`config.mk`:
```
export PLATFORM = sky130hd
export DESIGN_NAME = binary_to_decimal_ascii
export DESIGN_NICKNAME = d
export VERILOG_FILES = /design/src/rtl/b2da_pkg.sv /design/src/rtl/b2da_ctrl.sv /design/src/rtl/b2da_dpath.sv /design/src/rtl/binary_to_decimal_ascii.sv
export VERILOG_INCLUDE_DIRS = /design/src /design/src/rtl
export SDC_FILE = /design/constraint.sdc
export NUM_CORES = 1
export LEC_CHECK = 0
export ABC_AREA = 1
export BUFFER_PORTS_ARGS = -buffer_cell sky130_fd_sc_hd__buf_4
export CORE_ASPECT_RATIO = 0.9
export CORE_UTILIZATION = 30
export CTS_BUF_LIST = sky130_fd_sc_hd__clkbuf_8
export CTS_CLUSTER_SIZE = 20
export DETAILED_ROUTE_END_ITERATION = 16
export GPL_ROUTABILITY_DRIVEN = 0
export GPL_TIMING_DRIVEN = 0
export SYNTH_ARGS = -nofsm -noshare
export SYNTH_HDL_FRONTEND = slang
export SYNTH_SLANG_ARGS = --single-unit
```
`constraint.sdc`:
```
create_clock -name clk -period 8.2 [get_ports clk]
set_input_delay 0.82 -clock clk [delete_from_list [all_inputs] [get_ports clk]]
set_output_delay 0.82 -clock clk [all_outputs]
set_load 0.03 [all_outputs]
```
`src/rtl/binary_to_decimal_ascii_macros.svh`:
```
`ifndef BINARY_TO_DECIMAL_ASCII_MACROS_SVH
`define BINARY_TO_DECIMAL_ASCII_MACROS_SVH

// same-cycle implication, sampled on clk, off while rst_n is low
`define B2DA_ASSERT_NOW(label, ante, cons, msg) \
    label: assert property (@(posedge clk) disable iff (!rst_n) (ante) |-> (cons)) \
        else $error(msg);

// next-cycle implication, sampled on clk, off while rst_n is low
`define B2DA_ASSERT_NEXT(label, ante, cons, msg) \
    label: assert property (@(posedge clk) disable iff (!rst_n) (ante) |=> (cons)) \
        else $error(msg);

`endif

```
`src/rtl/b2da_pkg.sv`:
```
`default_nettype none

package b2da_pkg;

    localparam int VALUE_W         = 32;
    localparam int BYTE_W          = 8;
    localparam int CHAR_W          = 6;
    localparam int COUNT_W         = 4;
    localparam int DIGIT_W         = 4;
    localparam int DEF_MAX_BYTES   = 4;
    localparam int DEF_DIGIT_SLOTS = 10;

    localparam logic [VALUE_W-1:0] RECIP_TEN   = 32'hCCCC_CCCD;
    localparam int                 RECIP_SHIFT = 35;

    localparam logic [CHAR_W-1:0] ASCII_ZERO = 6'd48;
    localparam logic [CHAR_W-1:0] ASCII_NINE = 6'd57;

    typedef enum logic [1:0] {
        ST_GATHER,
        ST_DIV,
        ST_DIGIT,
        ST_EMIT
    } state_t;

    typedef struct packed {
        logic gather;
        logic start;
        logic div;
        logic digit;
        logic clear;
        logic emit_init;
        logic emit_load;
    } cmd_t;

    typedef struct packed {
        logic value_zero;
        logic slots_full;
        logic emit_last;
        logic out_free;
    } status_t;

endpackage

`default_nettype wire

```
`src/rtl/b2da_ctrl.sv`:
```
`default_nettype none

module b2da_ctrl (
    input  wire logic              clk,
    input  wire logic              rst_n,
    input  wire logic              in_valid,
    output logic                   in_ready,
    input  wire logic              is_last_byte,
    input  wire b2da_pkg::status_t status,
    output b2da_pkg::cmd_t         cmd
);
    import b2da_pkg::*;

    state_t state_reg;
    state_t state_next;

    always_ff @(posedge clk or negedge rst_n)
    begin
        if (!rst_n)
        begin
            state_reg <= ST_GATHER;
        end
        else
        begin
            state_reg <= state_next;
        end
    end

    always_comb
    begin
        state_next = state_reg;
        unique case (state_reg)
            ST_GATHER:
            begin
                if (in_valid && is_last_byte)
                begin
                    state_next = ST_DIV;
                end
            end
            ST_DIV:
            begin
                if (status.value_zero || status.slots_full)
                begin
                    state_next = ST_EMIT;
                end
                else
                begin
                    state_next = ST_DIGIT;
                end
            end
            ST_DIGIT:
            begin
                state_next = ST_DIV;
            end
            ST_EMIT:
            begin
                if (status.out_free && status.emit_last)
                begin
                    state_next = ST_GATHER;
                end
            end
            default:
            begin
                state_next = ST_GATHER;
            end
        endcase
    end

    always_comb
    begin
        in_ready = 1'b0;
        cmd      = '0;
        unique case (state_reg)
            ST_GATHER:
            begin
                in_ready   = 1'b1;
                cmd.gather = in_valid;
                cmd.start  = in_valid && is_last_byte;
            end
            ST_DIV:
            begin
                if (status.value_zero || status.slots_full)
                begin
                    cmd.clear     = 1'b1;
                    cmd.emit_init = 1'b1;
                end
                else
                begin
                    cmd.div = 1'b1;
                end
            end
            ST_DIGIT:
            begin
                cmd.digit = 1'b1;
            end
            ST_EMIT:
            begin
                cmd.emit_load = status.out_free;
            end
            default:
            begin
                cmd = '0;
            end
        endcase
    end

endmodule

`default_nettype wire

```
`src/rtl/b2da_dpath.sv`:
```
`default_nettype none

module b2da_dpath #(
    parameter int MAX_BYTES   = b2da_pkg::DEF_MAX_BYTES,
    parameter int DIGIT_SLOTS = b2da_pkg::DEF_DIGIT_SLOTS
) (
    input  wire logic                           clk,
    input  wire logic                           rst_n,
    input  wire logic [b2da_pkg::BYTE_W-1:0]    data_byte,
    input  wire b2da_pkg::cmd_t                 cmd,
    output b2da_pkg::status_t                   status,
    input  wire logic                           out_ready,
    output logic                                out_valid,
    output logic [b2da_pkg::CHAR_W-1:0]         digit_char,
    output logic                                has_digit,
    output logic [b2da_pkg::COUNT_W-1:0]        digit_count,
    output logic                                is_last_digit
);
    import b2da_pkg::*;

    localparam int POS_W = $clog2(MAX_BYTES + 1);
    localparam int CNT_W = $clog2(DIGIT_SLOTS + 1);
    localparam int IDX_W = $clog2(DIGIT_SLOTS);

    logic [VALUE_W-1:0]   value_reg;
    logic [VALUE_W-1:0]   value_next;
    logic [POS_W-1:0]     pos_reg;
    logic [POS_W-1:0]     pos_next;
    logic [VALUE_W-1:0]   quot_reg;
    logic [2*VALUE_W-1:0] product;
    logic [VALUE_W-1:0]   quot_times_ten;
    logic [VALUE_W-1:0]   remainder;
    logic [DIGIT_W-1:0]   store_reg [DIGIT_SLOTS];
    logic [CNT_W-1:0]     found_reg;
    logic [CNT_W-1:0]     found_next;
    logic [CNT_W-1:0]     emit_reg;
    logic [CNT_W-1:0]     emit_next;
    logic [CNT_W-1:0]     emit_minus_one;
    logic [DIGIT_W-1:0]   read_digit;
    logic                 out_valid_reg;
    logic [CHAR_W-1:0]    char_reg;
    logic                 has_reg;
    logic [COUNT_W-1:0]   count_reg;
    logic                 last_reg;

    assign product        = {{VALUE_W{1'b0}}, value_reg} * {{VALUE_W{1'b0}}, RECIP_TEN};
    assign quot_times_ten = {quot_reg[VALUE_W-4:0], 3'b000} + {quot_reg[VALUE_W-2:0], 1'b0};
    assign remainder      = value_reg - quot_times_ten;
    assign emit_minus_one = emit_reg - CNT_W'(1);
    assign read_digit     = store_reg[emit_minus_one[IDX_W-1:0]];

    always_comb
    begin
        value_next = value_reg;
        pos_next   = pos_reg;
        if (cmd.clear)
        begin
            value_next = '0;
            pos_next   = '0;
        end
        else if (cmd.digit)
        begin
            value_next = quot_reg;
        end
        else if (cmd.gather && (pos_reg < POS_W'(MAX_BYTES)))
        begin
            for (int b = 0; b < MAX_BYTES; b++)
            begin
                if (pos_reg == POS_W'(b))
                begin
                    value_next[b*BYTE_W +: BYTE_W] = value_reg[b*BYTE_W +: BYTE_W] | data_byte;
                end
            end
            pos_next = pos_reg + POS_W'(1);
        end
    end

    always_comb
    begin
        found_next = found_reg;
        if (cmd.start)
        begin
            found_next = '0;
        end
        else if (cmd.digit)
        begin
            found_next = found_reg + CNT_W'(1);
        end
    end

    always_comb
    begin
        emit_next = emit_reg;
        if (cmd.emit_init)
        begin
            emit_next = found_reg;
        end
        else if (cmd.emit_load && (emit_reg != '0))
        begin
            emit_next = emit_minus_one;
        end
    end

    always_ff @(posedge clk or negedge rst_n)
    begin
        if (!rst_n)
        begin
            value_reg     <= '0;
            pos_reg       <= '0;
            found_reg     <= '0;
            emit_reg      <= '0;
            out_valid_reg <= 1'b0;
        end
        else
        begin
            value_reg <= value_next;
            pos_reg   <= pos_next;
            found_reg <= found_next;
            emit_reg  <= emit_next;
            if (cmd.emit_load)
            begin
                out_valid_reg <= 1'b1;
            end
            else if (out_ready)
            begin
                out_valid_reg <= 1'b0;
            end
        end
    end

    always_ff @(posedge clk)
    begin
        if (cmd.div)
        begin
            quot_reg <= VALUE_W'(product >> RECIP_SHIFT);
        end
        if (cmd.digit)
        begin
            store_reg[found_reg[IDX_W-1:0]] <= remainder[DIGIT_W-1:0];
        end
        if (cmd.emit_load)
        begin
            has_reg   <= (emit_reg != '0);
            count_reg <= COUNT_W'(found_reg);
            last_reg  <= status.emit_last;
            if (emit_reg != '0)
            begin
                char_reg <= ASCII_ZERO + CHAR_W'(read_digit);
            end
            else
            begin
                char_reg <= '0;
            end
        end
    end

    assign status.value_zero = (value_reg == '0);
    assign status.slots_full = (found_reg == CNT_W'(DIGIT_SLOTS));
    assign status.emit_last  = (emit_reg <= CNT_W'(1));
    assign status.out_free   = !out_valid_reg || out_ready;

    assign out_valid     = out_valid_reg;
    assign digit_char    = char_reg;
    assign has_digit     = has_reg;
    assign digit_count   = count_reg;
    assign is_last_digit = last_reg;

endmodule

`default_nettype wire

```
`src/rtl/binary_to_decimal_ascii.sv`:
```
// channel  | handshake            | payload
// ---------+----------------------+------------------------------------------------
// input    | in_valid / in_ready  | data_byte[7:0], is_last_byte
// output   | out_valid / out_ready| digit_char[5:0], has_digit, digit_count[3:0],
//          |                      | is_last_digit
//
// A byte that is not the last is taken while the block is in its gather state.
// After the last byte, the divide-by-ten unit works each digit in a divide step
// (reciprocal multiply), then a digit step (remainder), and stops on a divide step
// that finds the value zero or every digit slot full. Digits then leave at one per
// cycle through the output register while out_ready stays high.
// Reset is asynchronous, active low, and clears the gather and control state.
// A stalled output holds its item; input stays blocked until the last digit is loaded.

`default_nettype none

`include "binary_to_decimal_ascii_macros.svh"

module binary_to_decimal_ascii #(
    parameter int MAX_BYTES   = b2da_pkg::DEF_MAX_BYTES,
    parameter int DIGIT_SLOTS = b2da_pkg::DEF_DIGIT_SLOTS
) (
    input  wire logic                        clk,
    input  wire logic                        rst_n,
    input  wire logic                        in_valid,
    output logic                             in_ready,
    input  wire logic [b2da_pkg::BYTE_W-1:0] data_byte,
    input  wire logic                        is_last_byte,
    output logic                             out_valid,
    input  wire logic                        out_ready,
    output logic [b2da_pkg::CHAR_W-1:0]      digit_char,
    output logic                             has_digit,
    output logic [b2da_pkg::COUNT_W-1:0]     digit_count,
    output logic                             is_last_digit
);
    import b2da_pkg::*;

    cmd_t    cmd;
    status_t status;

    b2da_ctrl u_ctrl (
        .clk          (clk),
        .rst_n        (rst_n),
        .in_valid     (in_valid),
        .in_ready     (in_ready),
        .is_last_byte (is_last_byte),
        .status       (status),
        .cmd          (cmd)
    );

    b2da_dpath #(
        .MAX_BYTES   (MAX_BYTES),
        .DIGIT_SLOTS (DIGIT_SLOTS)
    ) u_dpath (
        .clk           (clk),
        .rst_n         (rst_n),
        .data_byte     (data_byte),
        .cmd           (cmd),
        .status        (status),
        .out_ready     (out_ready),
        .out_valid     (out_valid),
        .digit_char    (digit_char),
        .has_digit     (has_digit),
        .digit_count   (digit_count),
        .is_last_digit (is_last_digit)
    );

    `B2DA_ASSERT_NEXT(a_busy_after_last, in_valid && in_ready && is_last_byte,
        !in_ready, "input not blocked after last byte")
    `B2DA_ASSERT_NOW(a_digit_range, out_valid && has_digit,
        (digit_char >= ASCII_ZERO) && (digit_char <= ASCII_NINE) && (digit_count != '0),
        "digit item out of range")
    `B2DA_ASSERT_NOW(a_zero_item, out_valid && !has_digit,
        is_last_digit && (digit_count == '0) && (digit_char == '0),
        "zero-value item malformed")
    `B2DA_ASSERT_NEXT(a_emit_when_free, cmd.emit_load, out_valid,
        "emitted item not presented")

endmodule

`default_nettype wire
```
# --- Word level (Yosys, flattened, before mapping) ---
# Memories as Yosys holds them, arrays and structs flattened.
# Cells that the tools add are included.
op_classes:
  add_sub_neg: 6
  order_cmp: 2
  n_mul: 1
  reduce_logical: 26
  n_eq_ne: 10
  n_mux: 30
  bitwise: 4
op_table:
  columns: ["cell", "count"]
  rows:
  - ["$mux 32", 3]
  - ["$mul 32x32->64 const B", 1]
  - ["$logic_not 32->1", 1]
  - ["$mux 8", 4]
  - ["$or 8x8->8", 4]
  - ["$mux 4", 4]
  - ["$reduce_bool 3->1", 5]
  - ["$reduce_and 2->1", 6]
  - ["$mux 1", 10]
  - ["$mux 2", 5]
  - ["$mux 3", 3]
  - ["$pmux 2 s4", 1]
  - ["$reduce_bool 2->1", 4]
  - ["$add 5x5->6 const A", 1]
  - ["$eq 3x2->1 const B", 2]
  - ["$add 4x1->4 const B", 1]
  - ["$add 4x4->4", 1]
  - ["$eq 2x2->1 const B", 2]
  - ["$eq 4x4->1 const B", 1]
  - ["$le 4x1->1 const B", 1]
  - ["$logic_and 1x1->1", 4]
  - ["$ne 2x1->1 const B", 2]
  - ["$reduce_bool 4->1", 1]
  - ["$sub 4x1->4 const B", 1]
  - ["other kinds (10)", 11]
word_totals:
  out_inout_bits: 14
  word_cells: 94
  regBits: 87
  mem_bits_rw: 40
  memories: 1
  inputBits: 13
mem_list:
  columns: ["name", "depth", "word_bits", "read_ports", "rd_clocked_by_memory_dff", "wr", "line_no", "text"]
  rows:
  - ["u_dpath.store_reg", 10, 4, 1, 0, 1, "b2da_dpath.sv:33", "logic [DIGIT_W-1:0] store_reg [DIGIT_SLOTS];"]

# --- Depth between registers and ports, before layout ---
depth:
  word_depth: 6
  mapped_depth: 31
  depth_no_buf: 30

# --- By module ---
# From an unflattened synthesis, not the netlist that was laid out.
hier_totals:
  cells_unflattened: 2821
  hier_area_um2: 24332.1
by_module_without_submodules:
  columns: ["mod", "n_inst", "cells_per_inst", "seq_area_each_um2", "area_each_um2"]
  rows:
  - ["b2da_dpath", 1, 2794, 3503.4, 24160.7]
  - ["b2da_ctrl", 1, 27, 50.0, 171.4]

# --- Worst setup path after synthesis ---
# No wires, ideal clock.
synth_timing:
  path_type: "register -> register"
  from: "register u_dpath.value_reg[20]"
  to: "register u_dpath.quot_reg[17] (data pin)"
  path_buffers: 0
  path_stages_with_launch: 27
  synth_period_minus_slack_ps: 6036
  slack_ps: 2164
  t_required_ps: 7948
  arrival_ps: 5784
  setup_time_ps: 252
  path_cell_list: "dfrtp_1 inv_1 ha_1 inv_1 fa_1 inv_1 fa_1 inv_1 fa_1 inv_1 fa_1 fa_1 fa_1 inv_1 fa_1 inv_1 ha_1 nand2_2 inv_1 a21oi_1 nand2_1 a21oi_2 nor2_1 nor2_1 nand2_1 nand2_1 nand2_1"
synth_between:
  elab_chain_len: 1
synth_lines:
  columns: ["element", "line_no", "text"]
  rows:
  - ["start: declaration", "b2da_dpath.sv:25", "logic [VALUE_W-1:0] value_reg;"]
  - ["start signal: assignment", "b2da_dpath.sv:116", "value_reg <= value_next;"]
  - ["$mul 32x32->64", "b2da_dpath.sv:46", "assign product = {{VALUE_W{1'b0}}, value_reg} * {{VALUE_W{1'b0}}, RECIP_TEN};"]
  - ["via u_dpath.product[52]", "b2da_dpath.sv:30", "logic [2*VALUE_W-1:0] product;"]
  - ["end signal: assignment", "b2da_dpath.sv:135", "quot_reg <= VALUE_W'(product >> RECIP_SHIFT);"]
  - ["end: declaration", "b2da_dpath.sv:29", "logic [VALUE_W-1:0] quot_reg;"]
# The timed path passes the listed nets, and every way through them passes these cells.
# A chain may end at the register's enable or synchronous reset.

# --- Worst setup path in the final report ---
layout_timing:
  from: "register u_dpath.value_reg[8]"
  to: "register u_dpath.quot_reg[11] (data pin)"
# Same word-level chain as after synthesis.

==> results.json <==
{
  "critPathKind": "reg2reg",
  "fp.dieW_um": 303,
  "path_cells": "inv_1 > ha_1 > clkbuf_1 > xnor2_1 > o22ai_1 > fa_1 > inv_1 > fa_1 > fa_1 > inv_1 > fa_1 > fa_1 > fa_1 > ha_1 > nand2_1 > nor2_1 > nand2_1 > nor3_1 > nand2_1 > nand2_1 > nand2_1 > nand3_1 > nand2_1",
  "overflow": 0,
  "insertion_delay_ns": 0.49,
  "critPathTopFamily": "adder cells",
  "yosys.area_share.adder": 0.510,
  "cts_num_sinks": 126,
  "worst_pin_slew_ns": 1.15,
  "fin_skew_ns": 0.0193,
  "slew_violations": 0,
  "n_antenna_cell": 0,
  "vias": 18700,
  "post-route-period-util": 0.918,
  "drt_wl_total_um": 76700,
  "grt_util_all_layers": 0.193,
  "hold_path_class": "in2async",
  "path_buf_inv": 4,
  "path_max_fanout": 9,
  "synthTopCellsByArea": "fa_1, ha_1, inv_1",
  "synth_mux_area_frac": 0,
  "synth_nets": 3617,
  "synth-main-ff-cell": "edfxtp_1",
  "fin_nets": 3664,
  "status": "completed",
  "synthCells": 2841,
  "ctsHoldBuffers": 0,
  "syn_area_um2": 24400,
  "start_util": 0.305,
  "synth_commonest_cells": "inv_1, nand2_1, fa_1",
  "cts_tree": "yes",
  "cts.htree.levels": 4,
  "synth-xor-area-share": 0.0194,
  "avgRoutedWirePerCell_um": 19.4,
  "cp.arrival_ns": 7.75,
  "clockBufferDepth": 2,
  "ctsResizeCount": 0,
  "cts_buffers": 17,
  "synth_compound_area_frac": 0.0584,
  "core-area_um2": 79900,
  "yosys_warnings": 0,
  "dr.first_iter.drc_count": 1891,
  "path_clk_slew_ns": 0.09,
  "synth_simple_gate_area_frac": 0.139,
  "die_h_um": 273,
  "synth_edf_count": 80,
  "setup_viol": 0,
  "syn2layout_area_growth_pct": 7.98,
  "post-cts-setup-buffer-count": 0,
  "drive_gt1_frac": 0.0424,
  "hold_viol_final": 0,
  "root_buffer": "clkbuf_8",
  "drc": 0,
  "dp_hpwl_um": 67800,
  "via_per_inst": 4.74,
  "io_pins": 27,
  "fmax_mhz": 133,
  "crit_path_start_kind": "flip-flop",
  "grt_antenna_before_repair": 1,
  "grt_pass1_vias": 19400,
  "first_pass_iters": 6,
  "ant_nets": 0,
  "n_fill_cell": 8414,
  "cp.required_ns": 8.42,
  "largest_reg_flops": 40,
  "rows": 98,
  "yosys.area.top_type_share": 0.317,
  "synth_top_family_by_area": "adder cells",
  "dieArea_um2": 82500,
  "tns_ns": 0,
  "slowest_delay_ns": 0.69,
  "grt_pass1_wl_um": 118000,
  "max_cap_viol_count": 0,
  "end_kind": "flip-flop",
  "post-route-min-period_ns": 7.53,
  "yosys.area.top_type": "fa_1",
  "ys_seq_area_frac": 0.146,
  "maxSlewHeadroom": 0.230,
  "grt_max_degree": 47,
  "synth_most_common_cell": "inv_1",
  "async_flop_share": 0.365,
  "io_buffers": 26,
  "rsz0062_at_grt": "false",
  "ys_types": 38,
  "avgSynthCellArea_um2": 8.59,
  "ys_ff_latch": 126,
  "cp_slowest_cell": "dfrtp_1"
}
-- worst reg2reg max path, cell delays in order, from the launching register on --
cell	delay, ns
dfrtp_1	0.69
inv_1	0.14
ha_1	0.39
clkbuf_1	0.26
xnor2_1	0.50
o22ai_1	0.25
fa_1	0.61
inv_1	0.06
fa_1	0.48
fa_1	0.56
inv_1	0.05
fa_1	0.50
fa_1	0.43
fa_1	0.59
ha_1	0.38
nand2_1	0.14
nor2_1	0.24
nand2_1	0.23
nor3_1	0.19
nand2_1	0.08
nand2_1	0.18
nand2_1	0.10
nand3_1	0.08
nand2_1	0.13
-- worst paths after layout --
| kind | from | end | slack, ns | cells past startpoint |
|---|---|---|---|---|
| setup / recovery | u_dpath.value_reg[8] | u_dpath.quot_reg[11] | 0.67 | 23 |
| hold / removal | rst_n | u_dpath.found_reg[1] | 0.34 | 1 |
| setup reg to reg | u_dpath.value_reg[8] | u_dpath.quot_reg[11] | 0.67 | 23 |
| hold reg to reg | u_dpath.found_reg[3] | u_dpath.digit_count[3] | 0.49 | 0 |
| max in group asynchronous | rst_n | u_dpath.value_reg[16] | 7.42 | 1 |
| min in group clk | u_dpath.found_reg[3] | u_dpath.digit_count[3] | 0.49 | 0 |
-- per-stage QoR --
step	instance area (um2)	worst slack, ns	util	cells	hold WS (ns)
after floorplan	24400	2.16	-	2841	0.447
after global placement	25900	0.966	0.324	3917	0.469
after detailed placement	25900	0.984	0.324	3919	0.470
after CTS	26400	0.919	0.330	3951	0.333
after global routing	26400	0.552	0.330	3951	0.368
final	26400	0.671	0.330	3951	0.337
-- cell families (layout without fill, tap and decap cells) --
kind of cell	count (synthesis)	after routing
AOI/OAI and AO/OA	257	257
xor gates and xnor gates	54	54
adders and majority gates	763	763
buffers and inverters	825	885
DFF	126	126
and+or+nand+nor	816	816
-- cell type report --
type,instances,area [um2],area share
flip-flops and latches,126,3550,0.135
inverters,800,3000,0.114
repair buffers,28,218,0.00826
clock buffers,17,234,0.00888
plain buffers,25,118,0.00446
clock inverters,15,176,0.00669
multi-input cells,1890,17700,0.673
well taps,1050,1310,0.0499
-- cells in the final DEF (no fill, tap or decap), types with 5 or more instances in the layout --
cell type	Yosys	final
nand2_2	7	7
xor2_1	40	40
fa_1	386	386
o21bai_1	19	19
nor2_1	135	135
buf_2	10	10
o21ai_0	115	115
dfrtp_1	46	46
nand4_1	14	14
buf_4	3	29
nand3_1	90	90
o211ai_1	5	5
o21ai_1	9	9
edfxtp_1	80	80
o221ai_1	10	10
clkbuf_1	12	12
inv_1	790	790
nand2_1	519	519
nor3_1	15	14
xnor2_1	14	14
a21o_1	6	6
nor3_2	4	5
nor2_2	15	15
clkbuf_8	0	17
ha_1	377	377
inv_2	10	10
a21oi_1	83	83
o22ai_1	5	5
-- metal layers --
layer / vias up / share of wire / track usage
li1: 8711 / - / -
met1: 9096 / 0.45 / 0.275
met2: 759 / 0.43 / 0.291
met3: 161 / 0.085 / 0.0355
met4: 2 / 0.038 / 0.0678
met5: - / 0.00025 / 0
Power is not shown: default switching activity piles up to over one toggle a cycle in this logic, so the estimate is an artifact.
